==> config.mk <==
export PLATFORM = sky130hd
export DESIGN_NAME = cls_ctrl
export DESIGN_NICKNAME = d
export VERILOG_FILES = /design/src/cls_pkg.sv /design/src/cls_ctrl.sv
export SDC_FILE = /design/constraint.sdc
export NUM_CORES = 1
export LEC_CHECK = 0
export BUFFER_PORTS_ARGS = -buffer_cell sky130_fd_sc_hd__buf_4
export CORE_AREA = 3 3 40 42
export CTS_CLUSTER_SIZE = 20
export DETAILED_ROUTE_END_ITERATION = 6
export DIE_AREA = 0 0 43 45
export GPL_TIMING_DRIVEN = 1
export MAX_ROUTING_LAYER = met4
export PLACE_DENSITY_LB_ADDON = 0.05
export SLEW_MARGIN = 10
export SYNTH_ARGS = -nofsm -noshare
export SYNTH_HDL_FRONTEND = slang
export SYNTH_SLANG_ARGS = --single-unit
==> constraint.sdc <==
create_clock -name clk -period 1.2 [get_ports clk]
set_input_delay 0.12 -clock clk [delete_from_list [all_inputs] [get_ports clk]]
set_output_delay 0.12 -clock clk [all_outputs]
set_load 0.05 [all_outputs]
==> src/cls_pkg.sv <==
`default_nettype none
package cls_pkg;

  localparam int STORE_DEPTH = 4096;
  localparam int ACC_WIDTH   = 48;
  localparam int SAMPLE_W    = 16;
  localparam int PROD_W      = 2 * SAMPLE_W;
  localparam int LAG_W       = 13;
  localparam int REQ_W       = 2;
  localparam int ADDR_W      = $clog2(STORE_DEPTH);
  localparam int CNT_W       = $clog2(STORE_DEPTH + 1);
  localparam int LIM_W       = (CNT_W > LAG_W) ? CNT_W : LAG_W;

  localparam logic [LAG_W-1:0] MAX_LAG_RESET = LAG_W'(4096);

  localparam logic [REQ_W-1:0] REQ_LOAD_REC = REQ_W'(0);
  localparam logic [REQ_W-1:0] REQ_LOAD_REF = REQ_W'(1);
  localparam logic [REQ_W-1:0] REQ_RUN      = REQ_W'(2);

  typedef enum logic [2:0] {
    ST_IDLE,
    ST_SETUP,
    ST_LAG_START,
    ST_ISSUE,
    ST_DRAIN,
    ST_COMPARE,
    ST_FINISH
  } cls_state_t;

  typedef struct packed {
    logic setup;
    logic lag_start;
    logic issue;
    logic compare;
    logic finish;
  } cls_cmd_t;

  typedef struct packed {
    logic empty_run;
    logic i_done;
    logic pipe_idle;
    logic last_lag;
  } cls_stat_t;

endpackage
`default_nettype wire

==> src/cls_ctrl.sv <==
`default_nettype none
module cls_ctrl
  import cls_pkg::*;
(
  input  wire logic      clk,
  input  wire logic      rst_n,
  input  wire logic      run_start,
  input  wire cls_stat_t stat,
  output cls_cmd_t       cmd,
  output logic           busy
);

  cls_state_t state_r, state_nxt;

  always_ff @(posedge clk) begin
    if (!rst_n) begin
      state_r <= ST_IDLE;
    end else begin
      state_r <= state_nxt;
    end
  end

  always_comb begin
    state_nxt = state_r;
    case (state_r)
      ST_IDLE: begin
        if (run_start) state_nxt = ST_SETUP;
      end
      ST_SETUP: begin
        state_nxt = stat.empty_run ? ST_FINISH : ST_LAG_START;
      end
      ST_LAG_START: begin
        state_nxt = ST_ISSUE;
      end
      ST_ISSUE: begin
        if (stat.i_done) state_nxt = ST_DRAIN;
      end
      ST_DRAIN: begin
        if (stat.pipe_idle) state_nxt = ST_COMPARE;
      end
      ST_COMPARE: begin
        state_nxt = stat.last_lag ? ST_FINISH : ST_LAG_START;
      end
      ST_FINISH: begin
        state_nxt = ST_IDLE;
      end
      default: begin
        state_nxt = ST_IDLE;
      end
    endcase
  end

  always_comb begin
    cmd  = '0;
    busy = 1'b1;
    case (state_r)
      ST_IDLE:      busy          = 1'b0;
      ST_SETUP:     cmd.setup     = 1'b1;
      ST_LAG_START: cmd.lag_start = 1'b1;
      ST_ISSUE:     cmd.issue     = 1'b1;
      ST_DRAIN:     cmd           = '0;
      ST_COMPARE:   cmd.compare   = 1'b1;
      ST_FINISH:    cmd.finish    = 1'b1;
      default:      busy          = 1'b1;
    endcase
  end

endmodule
`default_nettype wire

==> results of run 1 <==
[area by class of cell]
class,instances,area (µm²)
tap,15,18.77
timing repair buffer,15,132.6
clock buffer,4,26.28
sequential,3,71.32
fill,141,885.9
multi-input combinational,22,150.1
[cells in the mapped netlist]
| library cell | instances |
|---|---|
| nand2b_1 | 2 |
| or3_1 | 1 |
| dfxtp_1 | 3 |
| nor3_1 | 2 |
| and2_1 | 1 |
| o31a_1 | 1 |
| and2b_1 | 1 |
| nor2_1 | 4 |
| o2111a_1 | 1 |
| o21a_1 | 2 |
| and3b_1 | 1 |
| buf_6 | 2 |
| o21ai_0 | 1 |
| a21oi_1 | 1 |
| nand2_1 | 2 |
| nor2b_1 | 2 |
[logic make-up (layout without fill, tap and decap cells)]
logic type             count (synthesis)  in the layout
AOI/OAI and AO/OA                      6              6
buffers and inverters                  2             19
DFF                                    3              3
and+or+nand+nor                       16             16
[stage by stage]
step | hold WS [ns] | utilization (%) | area (µm²) | total power [mW]
global placement | 0.3789 | 24.44 | 314.1 | 0.3686
finish | 0.1378 | 31.06 | 399.1 | 0.5980
CTS | 0.1337 | 27.85 | 357.8 | 0.5718
floorplan | 0.2375 | - | 220.2 | 0.3081
global route | 0.1266 | 31.06 | 399.1 | 0.6522
detailed placement | 0.3731 | 24.44 | 314.1 | 0.3687
[final timing paths]
kind | slack, ns | cells past startpoint | to
worst max-delay path | -0.04 | 2 | busy
worst min-delay path | 0.14 | 2 | state_r[0]$_SDFFE_PN0P_
worst max register to register | 0.15 | 5 | state_r[0]$_SDFFE_PN0P_
worst min register to register | 0.66 | 2 | state_r[1]$_SDFFE_PN0P_
[per-layer routing]
layer,up-vias,global-route usage (%)
met3,0,6.773
met4,0,1.807
met5,-,-
met1,110,7.212
met2,11,12.87
li1,126,-
[report_power, final]
group	internal, mW	switching [mW]	leakage, nW
sequential	0.120	0.0294	0.0267
clock	0.124	0.0501	0.0150
combinational	0.130	0.145	0.137
[what timing repair did]
action | 4_1_cts | 5_1_grt
pin swaps | 0 | 1
setup endpoints to repair | 6 | 5
setup buffers | 0 | 2
gates resized for setup | 7 | 9
==> results_dict.tcl, run 1 <==
set metrics [dict create \
    status "complete, but fails checks" \
    violations "setup timing" \
    slew_viol_final 0 \
    regMostFlops "state_r" \
    fmax_mhz 804.1 \
    clockRootBuffer "clkbuf_4" \
    die-area_um2 1935 \
    final_common_cell "buf_4" \
    fin_setup_tns_ns -0.04359 \
    relSlewSlack_pct 89.90 \
    rsz0062_at_grt "true" \
    finalSetupViolations 1 \
    cts_hold_buf 0 \
    drt-vias-per-instance 4.186 \
    ir_worst_vdd_mv 0.4192 \
    final_hold_viol_count 0 \
    reg2reg_from "state_r[2]$_SDFFE_PN0P_" \
    crit_slowest_cell "or3_4" \
    track_usage_pct 7.969 \
    required_ns 1.08 \
    nets 52 \
    critPathTopFamily "simple AND/OR/NAND/NOR gates" \
    cts-htree-levels 1 \
    fin_ws_ns -0.04359 \
    largestRegisters "state_r x3" \
    routed_wl_um 682 \
    grt_pass1_wl_mm 1.055 \
    drive_gt1_share_pct 59.09 \
    yosys.area_share.adder_pct 0 \
    std_cell_rows 13 \
    path_clk_slew_ns 0.04 \
    drc 0 \
    largest_register_ffs 3 \
    final_cell_mix "buf_4 (9), buf_6 (4), clkbuf_4 (3), dfxtp_4 (3)" \
    gp_congestion 0.7307 \
    clockBufferDepth 2 \
    syn_avg_cell_area_um2 7.924 \
    synth-simple-area-share_pct 40.35 \
    path_buf_inv 1 \
    synth-xor-area-share_pct 0 \
    clock_latency_ns 0.23 \
    hpwl_um 480.2 \
    antenna_found_initial 0 \
    die_h_um 45 \
    crit_fanout 6 \
    synth_nets 34 \
    syn-cell-area_um2 214.0 \
    initial_utilization_pct 16.65 \
    routed.top_layer "met3" \
    worst_pin_slew_ns 0.1503 \
    dr.pass1.iters 3 \
    num_io_pins 13 \
    postSynthCellCount 27 \
    yosysTopAreaCell "dfxtp_1" \
    ant_nets 0 \
    met1Wirelength_um 280 \
    die_x_um 43 \
    grt_max_degree 11 \
    fin_crit_sh_pct 103.6 \
    maxCapViolCount 0 \
    n_antenna_cell 0 \
    met2WireLength_um 346 \
    period_needed_ns 1.244 \
    grt-ovfl-total 0 \
    synth_top_family_by_area "simple AND/OR/NAND/NOR gates" \
    hold_path_startpoint "rst_n" \
    num_vias 247 \
    wl_per_cell_um 11.56 \
    crit_start "state_r[2]$_SDFFE_PN0P_" \
    cp-start-kind "register" \
    dp_cells 53 \
    synth_cell_types 16 \
    p_per_area_nw_per_um2 1498 \
    power_leakage_nw 0.1790 \
    io_buffer_count 12 \
    yosysWarningCount 0 \
    min_path_type "in -> reg" \
    cts_buffers 3 \
    fin_cells 59 \
    crit_chain "or3_4, buf_8" \
    critPathCaptureType "primary output" \
    cts.sinks 3 \
    cts_tree "built" \
    core_area_um2 1285 \
    critPathMaxStageDelay_ns 0.39 \
    place_ws_ns 0.06499 \
    arrival_ns 1.12 \
    crit_type "reg -> out" \
    worst_clock_skew_ns 0.001390 \
    yosysSeqAreaShare_pct 28.07 \
    synth-compound-area-share_pct 21.05 \
    drt_iter0_markers 6 \
    ys_ff_latch 3 \
    yosysTopAreaCellShare_pct 28.07 \
    grt_pass1_vias 245 \
    synthTopCellsByArea "dfxtp_1 (28%), buf_6 (11%), nor2_1 (7.0%)" \
    area.growth.synth_to_final_pct 86.55 \
    wl_met3_um 55 \
    synth.area.mux_share_pct 0 \
]
Power figures use the tool's default switching activity.
==> run 2, diff against run 1 <==
==> constraint.sdc (replaced) <==
create_clock -name clk -period 1.6 [get_ports clk]
set_input_delay 0.16 -clock clk [delete_from_list [all_inputs] [get_ports clk]]
set_output_delay 0.16 -clock clk [all_outputs]
set_load 0.05 [all_outputs]
==> run 2 against run 1 <==
  * The flow now finishes without violations
  * Highest routed layer unchanged
  * Wire length decreased by 15%
  * Sequential power decreased by 26%
  * Critical endpoint is now cmd[1]
  * Register-to-register slack improved by 0.33 ns
  * Non-clock buffer count decreased by 3
  * Cell count shrank 5.1%
  * First-iteration DRC count decreased by 50%
  * Core utilization fell by 5.6 points
==> results_dict.tcl, run 2 (same netlist as run 1, synthesis figures left out) <==
set metrics [dict create \
    whs_path_depth 2 \
    reg2reg_from "state_r[2]$_SDFFE_PN0P_" \
    initial_utilization_pct 16.65 \
    cp-start-kind "register" \
    cts_hold_buf 0 \
    ir_worst_vdd_mv 0.4767 \
    largest_register_ffs 3 \
    crit_fanout 10 \
    rr_worst_depth 3 \
    finalSetupViolations 0 \
    status "complete, no violations" \
    place_ws_ns 0.3950 \
    rsz0062_at_grt "false" \
    grt_max_degree 11 \
    wl_per_cell_um 10.34 \
    area.growth.synth_to_final_pct 52.63 \
    regMostFlops "state_r" \
    arrival_ns 1.28 \
    std_cell_rows 13 \
    required_ns 1.44 \
    die-area_um2 1935 \
    maxCapViolCount 0 \
    io_buffer_count 12 \
    clockRootBuffer "clkbuf_4" \
    core_area_um2 1285 \
    worst_clock_skew_ns 0.0007729 \
    path_clk_slew_ns 0.03 \
    die_h_um 45 \
    slew_viol_final 0 \
    grt-ovfl-total 0 \
    dr.pass1.iters 2 \
    num_io_pins 13 \
    cts_buffers 3 \
    min_path_type "in -> reg" \
    p_per_area_nw_per_um2 1208 \
    dp_cells 52 \
    final_cell_mix "buf_4 (12), nor2_1 (4), clkbuf_4 (3), dfxtp_1 (3)" \
    power_leakage_nw 0.1548 \
    cts.sinks 3 \
    fin_setup_tns_ns 0 \
    fin_ws_ns 0.1647 \
    drt_iter0_markers 3 \
    track_usage_pct 7.541 \
    crit_start "state_r[0]$_SDFFE_PN0P_" \
    n_antenna_cell 0 \
    fin_crit_sh_pct 89.71 \
    nets 49 \
    crit_type "reg -> out" \
    critPathCaptureType "primary output" \
    n_fill_cell 145 \
    period_needed_ns 1.435 \
    stdcell_area_um2 326.6 \
    drive_gt1_share_pct 36.59 \
    routed_wl_um 579 \
    grt_pass1_vias 253 \
    hold_path_startpoint "rst_n" \
    cts_resized 0 \
    clockBufferDepth 2 \
    cts_tree "built" \
    hpwl_um 459.3 \
    relSlewSlack_pct 80.54 \
    drt-vias-per-instance 4.179 \
    final_hold_viol_count 0 \
    fmax_mhz 696.7 \
    finalPower_mw 0.3944 \
    gp_congestion 0.7023 \
    postCtsSetupBuffers 0 \
    die_x_um 43 \
    fin_cells 56 \
    worst_pin_slew_ns 0.2915 \
    fin_util_pct 25.41 \
    clock_latency_ns 0.23 \
    antenna_found_initial 0 \
    hold_ws_ns 0.1682 \
    placed_cell_area_um2 300.3 \
    final_common_cell "buf_4" \
    ant_nets 0 \
    drc 0 \
    num_vias 234 \
    largestRegisters "state_r x3" \
    grt_pass1_wl_mm 1.028 \
    cts-htree-levels 1 \
]
## run 2: changes by cell type in the layout (fill, tap and decap cells not counted), moves of 2 or more
cell and change:
buf_4 +3, buf_6 -4, dfxtp_1 +3, dfxtp_4 -3
nor2_1 +2, nor2_2 -2
## run 2: power breakdown
group	switching (mW)	internal, mW
combinational	0.0926	0.0594
clock	0.0379	0.0934
sequential	0.0248	0.0863
## run 2: layer usage
layer / up-vias / global-route usage (%) / wire length (µm)
li1: 121 / - / -
met1: 102 / 7.933 / 252
met2: 11 / 11.68 / 279
met3: 0 / 3.984 / 47
met4: 0 / 3.614 / 0
met5: - / - / 0
## run 2: path summary, 6_finish.rpt
check                                 end  slack, ns
setup / recovery                   cmd[1]       0.16
hold / removal    state_r[1]$_SDFFE_PN0P_       0.17
setup reg to reg  state_r[0]$_SDFFE_PN0P_       0.48
hold reg to reg   state_r[1]$_SDFFE_PN0P_       0.70
## run 2: final cells by class
cell class              count  area (µm²)  share of cell area, %
flip-flops and latches      3       60.06                  18.39
clock buffers               4       26.28                  8.046
well taps                  15       18.77                  5.747
repair buffers             12       90.09                  27.59
multi-input cells          22       131.4                  40.23
## run 2: critical path: stages, from the launching register on
cell and delay [ns]:
dfxtp_1 0.47, nor2b_1 0.23, and2_1 0.15, buf_4 0.19
==> run 3, diff against run 2 <==
--- a/config.mk
+++ b/config.mk
@@ -13,6 +13,7 @@
 export GPL_TIMING_DRIVEN = 1
 export MAX_ROUTING_LAYER = met4
 export PLACE_DENSITY_LB_ADDON = 0.05
+export SETUP_SLACK_MARGIN = 0.3
 export SLEW_MARGIN = 10
 export SYNTH_ARGS = -nofsm -noshare
 export SYNTH_HDL_FRONTEND = slang
==> run 3 against run 2 <==
  * Power grew 17%
  * Combinational power rose by 41%
  * Via count increased by 7.3%
  * Sequential power barely moved
  * Critical path type unchanged
  * Flip-flop and latch count did not move
  * Cell count is 8.9% higher
  * First-iteration DRC count shrank 100%
  * Die area is the same
==> results_dict.tcl, run 3 (same netlist as run 1, synthesis figures left out) <==
set metrics [dict create \
    status "complete, no violations" \
    cts_tree "built" \
    grt-ovfl-total 0 \
    routed_wl_um 649 \
    final_common_cell "buf_4" \
    worst_clock_skew_ns 0.002151 \
    clockBufferDepth 2 \
    grt_max_degree 11 \
    cts_buffers 3 \
    rr_worst_depth 4 \
    drt_iter0_markers 0 \
    worst_pin_slew_ns 0.1579 \
    whs_path_depth 2 \
    finalSetupViolations 0 \
    cp-start-kind "register" \
    ir_worst_vdd_mv 0.4321 \
    antenna_found_initial 0 \
    gp_congestion 0.6962 \
    slew_viol_final 0 \
    io_buffer_count 12 \
    period_needed_ns 1.289 \
    fin_setup_tns_ns 0 \
    cts-htree-levels 1 \
    place_ws_ns 0.3897 \
    crit_type "reg -> out" \
    grt_pass1_vias 268 \
    drt-vias-per-instance 4.115 \
    largestRegisters "state_r x3" \
    initial_utilization_pct 16.65 \
    ant_nets 0 \
    die_h_um 45 \
    largest_register_ffs 3 \
    crit_start "state_r[0]$_SDFFE_PN0P_" \
    p_per_area_nw_per_um2 1131 \
    rsz0062_at_grt "true" \
    power_leakage_nw 0.1890 \
    die-area_um2 1935 \
    hpwl_um 454.2 \
    path_clk_slew_ns 0.04 \
    required_ns 1.44 \
    core_area_um2 1285 \
    r2r_slack_ns 0.57 \
    fin_ws_ns 0.3106 \
    n_fill_cell 145 \
    fin_crit_sh_pct 80.59 \
    n_antenna_cell 0 \
    critPathCaptureType "primary output" \
    std_cell_rows 13 \
    drc 0 \
    num_vias 251 \
    min_path_type "in -> reg" \
    endpoint "busy" \
    final_hold_viol_count 0 \
    clockRootBuffer "clkbuf_4" \
    nets 54 \
    arrival_ns 1.13 \
    clock_latency_ns 0.23 \
    regMostFlops "state_r" \
    die_x_um 43 \
    r2r-end "state_r[2]$_SDFFE_PN0P_" \
    wl_per_cell_um 10.64 \
    fmax_mhz 775.5 \
    cts_hold_buf 0 \
    crit_fanout 6 \
    final_cell_mix "buf_4 (12), nor2_1 (3), clkbuf_4 (3), buf_6 (3), dfxtp_4 (3)" \
    cts.sinks 3 \
    num_io_pins 13 \
    area.growth.synth_to_final_pct 90.06 \
    track_usage_pct 8.048 \
    reg2reg_from "state_r[0]$_SDFFE_PN0P_" \
    drive_gt1_share_pct 56.52 \
    dr.pass1.iters 1 \
    maxCapViolCount 0 \
    grt_pass1_wl_mm 1.124 \
    relSlewSlack_pct 89.40 \
]
==> run 3: critical path, cell delays in order (launching register included) <==
cell and delay, ns:
dfxtp_4 0.35, or3_4 0.39, buf_8 0.16
==> run 3: final cells by class <==
type	instances	area [µm²]	area share, %
multi-input cells	22	146.4	36.00
repair buffers	17	143.9	35.38
flip-flops and latches	3	71.32	17.54
clock buffers	4	26.28	6.462
well taps	15	18.77	4.615
==> run 3: repair_timing <==
item,CTS,global route
buffers inserted,2,3
gates cloned,0,0
setup endpoints to repair,5,4
pin swaps,1,1
gates resized for setup,7,7
==> run 3: how the worst min path moves through the flow <==
stage / start / end / slack [ns]
after global routing: rst_n / state_r[1]$_SDFFE_PN0P_ / 0.18
after floorplan: rst_n / state_r[1]$_SDFFE_PN0P_ / 0.28
after CTS: rst_n / state_r[0]$_SDFFE_PN0P_ / 0.16
final: rst_n / state_r[0]$_SDFFE_PN0P_ / 0.17
after global placement: rst_n / state_r[0]$_SDFFE_PN0P_ / 0.41
after detailed placement: rst_n / state_r[0]$_SDFFE_PN0P_ / 0.41
==> run 3: stage by stage <==
stage | util (%) | instances | hold WS, ns | cell area, µm² | power [mW]
after floorplan | - | 27 | 0.2775 | 216.5 | 0.2299
after global placement | 23.56 | 52 | 0.4146 | 302.8 | 0.2672
after detailed placement | 23.56 | 52 | 0.4069 | 302.8 | 0.2679
after CTS | 27.95 | 58 | 0.1640 | 359.1 | 0.4307
after global routing | 31.65 | 61 | 0.1812 | 406.6 | 0.4929
final | 31.65 | 61 | 0.1705 | 406.6 | 0.4600
==> run 3: layer usage <==
layer	track usage [%]	wire, µm
met2	14.07	329
met1	8.153	272
met5	-	0
met3	3.984	47
met4	1.807	0
==> run 3: where the power goes <==
group | total (mW) | internal, mW | switching (mW)
sequential | 0.110 | 0.0896 | 0.0206
combinational | 0.215 | 0.105 | 0.110
clock | 0.135 | 0.0936 | 0.0412
total | 0.460 | 0.288 | 0.172
